`src/rtl/tllh_ram.sv`:
```
// Generic single-clock RAM with one write port and one registered read port.
`timescale 1ns / 1ps
module tllh_ram #(
    parameter int WIDTH = 64,
    parameter int DEPTH = 64
) (
    input  logic                     i_clk,
    input  logic                     i_we,
    input  logic [$clog2(DEPTH)-1:0] i_waddr,
    input  logic [WIDTH-1:0]         i_wdata,
    input  logic [$clog2(DEPTH)-1:0] i_raddr,
    output logic [WIDTH-1:0]         o_rdata
);

    logic [WIDTH-1:0] r_mem [DEPTH];
    logic [WIDTH-1:0] r_rdata;

    always_ff @(posedge i_clk) begin
        if (i_we) begin
            r_mem[i_waddr] <= i_wdata;
        end
        r_rdata <= r_mem[i_raddr];
    end

    assign o_rdata = r_rdata;

endmodule

```
`config.mk`:
```
export PLATFORM = sky130hd
export DESIGN_NAME = tllh_ram
export DESIGN_NICKNAME = d
export VERILOG_FILES = /design/src/rtl/tllh_ram.sv
export SDC_FILE = /design/constraint.sdc
export NUM_CORES = 2
export LEC_CHECK = 0
export ABC_AREA = 1
export BUFFER_PORTS_ARGS = -buffer_cell sky130_fd_sc_hd__buf_2
export CORE_MARGIN = 2
export CORE_UTILIZATION = 50
export DETAILED_ROUTE_END_ITERATION = 8
export GPL_ROUTABILITY_DRIVEN = 0
export PLACE_DENSITY = 0.65
export SYNTH_ARGS = -nofsm -noshare
export SYNTH_HDL_FRONTEND = slang
export SYNTH_SLANG_ARGS = --single-unit
```
`constraint.sdc`:
```
create_clock -name i_clk -period 19.43 [get_ports i_clk]
set_input_delay 1.943 -clock i_clk [delete_from_list [all_inputs] [get_ports i_clk]]
set_output_delay 1.943 -clock i_clk [all_outputs]
set_load 0.01 [all_outputs]
```
==> results.md <==
- Setup_tns: 0 ps
- Synth unique cells: 16
- Sequential share of the synthesized area: 75.18%
- Peak Freq: 0.1685 GHz
- Max-Cap Viols: 0
- Row Count: 211
- Family with the most delay on the worst path: buffers and inverters
- CP Capture Type: flop
- Commonest cells post-synth: nand2_1 (4416), edfxtp_1 (4096), nand3_1 (3847), buf_2 (501), clkbuf_1 (147)
- Sw Share: 22.44%
- Post-CTS Repair Setup Buffers: 0
- Share of power burned in registers: 52.7%
- Area of the mapped netlist: 165300 um^2
- Vias: 110.3k
- CP max FO: 175
- Worst Setup SP: i_raddr[1]
- Layout cells sized above 1: 7.599%
- Starting Density: 50.13%
- Drt drc: 0
- Mux share of post-synthesis cell area: 0%
- #FFs+latches synth: 4160
- Net Switching: 4.248 mW
- Number of global-route vias before repair: 102.8k
- Slew HR: 4.030%
- Core outline area: 329700 um^2
- Post-placement cell count: 17.26k
- Cell taking the most area after synthesis: edfxtp_1
- CP max stage delay: 800 ps
- Buffers & Inverters on Critical Path: 6
- Critical path arrival: 6800 ps
- Combinational fraction of design power: 5.5%
- Post-Synth Adder-Cell Area: 0%
- Filler cells: 26.44k
- Hold Startpoint: r_mem[22][13]$_DFFE_PP_
- Post-CTS sizing: 0
- CTS Buf Count: 408
- Final worst setup slack: 13490 ps
- Worst-margin pin slew: 1436 ps
- Critical path type: input port to flop
- Crit path time final: 5936 ps
- Final period utilization: 30.55%
- Avg Inst Size Synth: 12.33 um^2
- Pre-CTS worst setup slack: 12500 ps
- Area growth syn-to-layout: 10.45%
- # hold bufs at CTS: 0
- Die X: 579.0 um
- Hold WS: 776.7 ps
- Root buffer cell: clkbuf_16
- R2r setup slk: 17880 ps
- Main combinational cell family by area after synthesis: simple AND/OR/NAND/NOR gates
- Number of synthesized flops with an enable pin: 4096
- Post-route antenna net violation count: 0
- Reg2reg start: r_mem[47][40]$_DFFE_PP_
- Slowest cell on crit path: buf_4
- Largest cells by area after synthesis: edfxtp_1 (74%), nand3_1 (12%), nand2_1 (10%)
- Largest net degree at the start of global routing: 256
- Area of the multi-input gates: 36620 um^2
- Setup Skew: 47.26 ps
- Async SR Flop Fraction: 0%
- Power per Cell Area: 103.7 nW/um^2
- R2R depth: 8
- Status: complete, no violations
- Clock power share: 41.8%
- Top-count cell post-synth: nand2_1
- Min-delay worst type: flop to flop
- Register area: 124300 um^2
- Critical Path Source Type: input port
- Clock sink count: 4160
- Tot Pwr: 18.93 mW
- H-Tree Depth: 5
- Die H: 579.0 um
- Worst Path Required: 20300 ps
- WL/cell: 28.57 um
- Hold Path Stages: 8
- Max rail drop VDD: 0.08023 mV
- Final Hold Viols: 0
- Remaining Overflow, GRT: 0
- Primary FF master, synth: edfxtp_1
- Register clock-pin slew on the reported worst setup and hold paths: 60 ps
- Int Power: 14.68 mW
- Unrepaired setup endpoints after global routing: no
- First drt pass iteration count: 6
- Post-Synth Simple-Gate Area: 21.87%
- Complex-gate fraction of the synthesized area: 0%
- Clk Latency, worst-skew pair: 990 ps
- Mapped Cells: 13.41k
- Final WL: 515200 um
- R2r endpoint: o_rdata[40]$_DFF_P_
- Synth warn: 0
- Vias per cell: 6.119
- PortBufs: 141
- IO Count: 142
- Layout net count: 13.38k
- Leak pwr: 63.87 nW
- XOR/XNOR share of the synthesized area: 0%
- Full die area: 335200 um^2
- 1st-iter DRT viols: 16.64k
- CTS tree: done
- Final setup vio count: 0
- Post-DP HPWL: 245200 um
- Clock Tree Buf Depth: 4
- Worst Hold Endpoint: o_rdata[13]$_DFF_P_
- GRT Total Usage: 30.21%
- Post-Syn Nets: 13.48k
- Initial antenna violation count: 39
- Crit path cell chain: buf_8 > inv_16 > buf_4 > buf_4 > buf_4 > buf_4 > nand3_1 > nand3_1 > nand3_1 > nand3_1 > nand2_1 > nand2_1 > nand2_1
- Global-route wire length before repair: 730900 um
- Top cell type's share of synthesized area: 74.41%
- Slew Limit Fails: 0
- Final non-filler cell total: 18.03k
flip-flops by register name, summed over array words and instances (netlist names):
name / count
r_mem: 4096
o_rdata: 64
worst max-delay path by stage:
stage / to / cells after the start
5_1_grt: o_rdata[51]$_DFF_P_ / 13
6_report: o_rdata[23]$_DFF_P_ / 13
2_1_floorplan: r_mem[48][0]$_DFFE_PP_ / 3
3_3_place_gp: o_rdata[23]$_DFF_P_ / 13
3_5_place_dp: o_rdata[23]$_DFF_P_ / 13
4_1_cts: o_rdata[19]$_DFF_P_ / 13
layout make-up:
type | instances | share of cell area, %
Tap cell | 4366 | 2.992
Clock buffer | 532 | 6.059
Inverter | 12 | 0.05756
Antenna cell | 20 | 0.02741
Multi-Input combinational cell | 8336 | 20.05
Sequential cell | 4160 | 68.07
Timing Repair Buffer | 384 | 1.501
Clock inverter | 222 | 1.242
layout by cell type (no fill, tap or decap), drive strengths merged:
master       n
nand2     4416
edfxtp    4096
nand3     3847
clkbuf     532
buf        384
clkinv     167
dfxtp       64
nor2        56
bufinv      36
inv         23
diode       20
nand4        9
nor4         8
clkinvlp     8
logic make-up (layout without fill, tap and decap cells):
| logic type | Yosys count | after routing |
|---|---|---|
| other | 0 | 20 |
| DFF | 4160 | 4160 |
| buffers and inverters | 909 | 1150 |
| and+or+nand+nor | 8336 | 8336 |
metrics by stage:
| step | utilization [%] | area [um^2] |
|---|---|---|
| floorplan | - | 165300 |
| global placement | 51.31 | 169200 |
| detailed placement | 51.31 | 169200 |
| CTS | 55.36 | 182500 |
| global route | 55.36 | 182600 |
| finish | 55.37 | 182600 |
routing by layer:
layer	global-route usage (%)	share of wire, %	vias up
met5	0.07090	0.016	-
met3	5.531	11	1123
met2	47.57	46	6805
met4	12.69	4.5	10
li1	-	-	47650
met1	41.57	38	54750
power groups by stage:
| stage | logic [mW] | registers, mW | clock network, mW |
|---|---|---|---|
| after floorplan | 0.613 | 10.2 | 0 |
| after global placement | 1.01 | 10.2 | 0 |
| after detailed placement | 1.02 | 10.2 | 0 |
| after CTS | 1.02 | 9.98 | 7.95 |
| after global routing | 1.13 | 9.98 | 8.30 |
| final | 1.04 | 9.98 | 7.91 |
worst register-to-register path: cells and delay by family, from the launching register on:
family           cells  cell delay [ps]
DFF                  1              350
and+or+nand+nor      8             1090
Note: power is estimated with default switching activity, not from simulation.
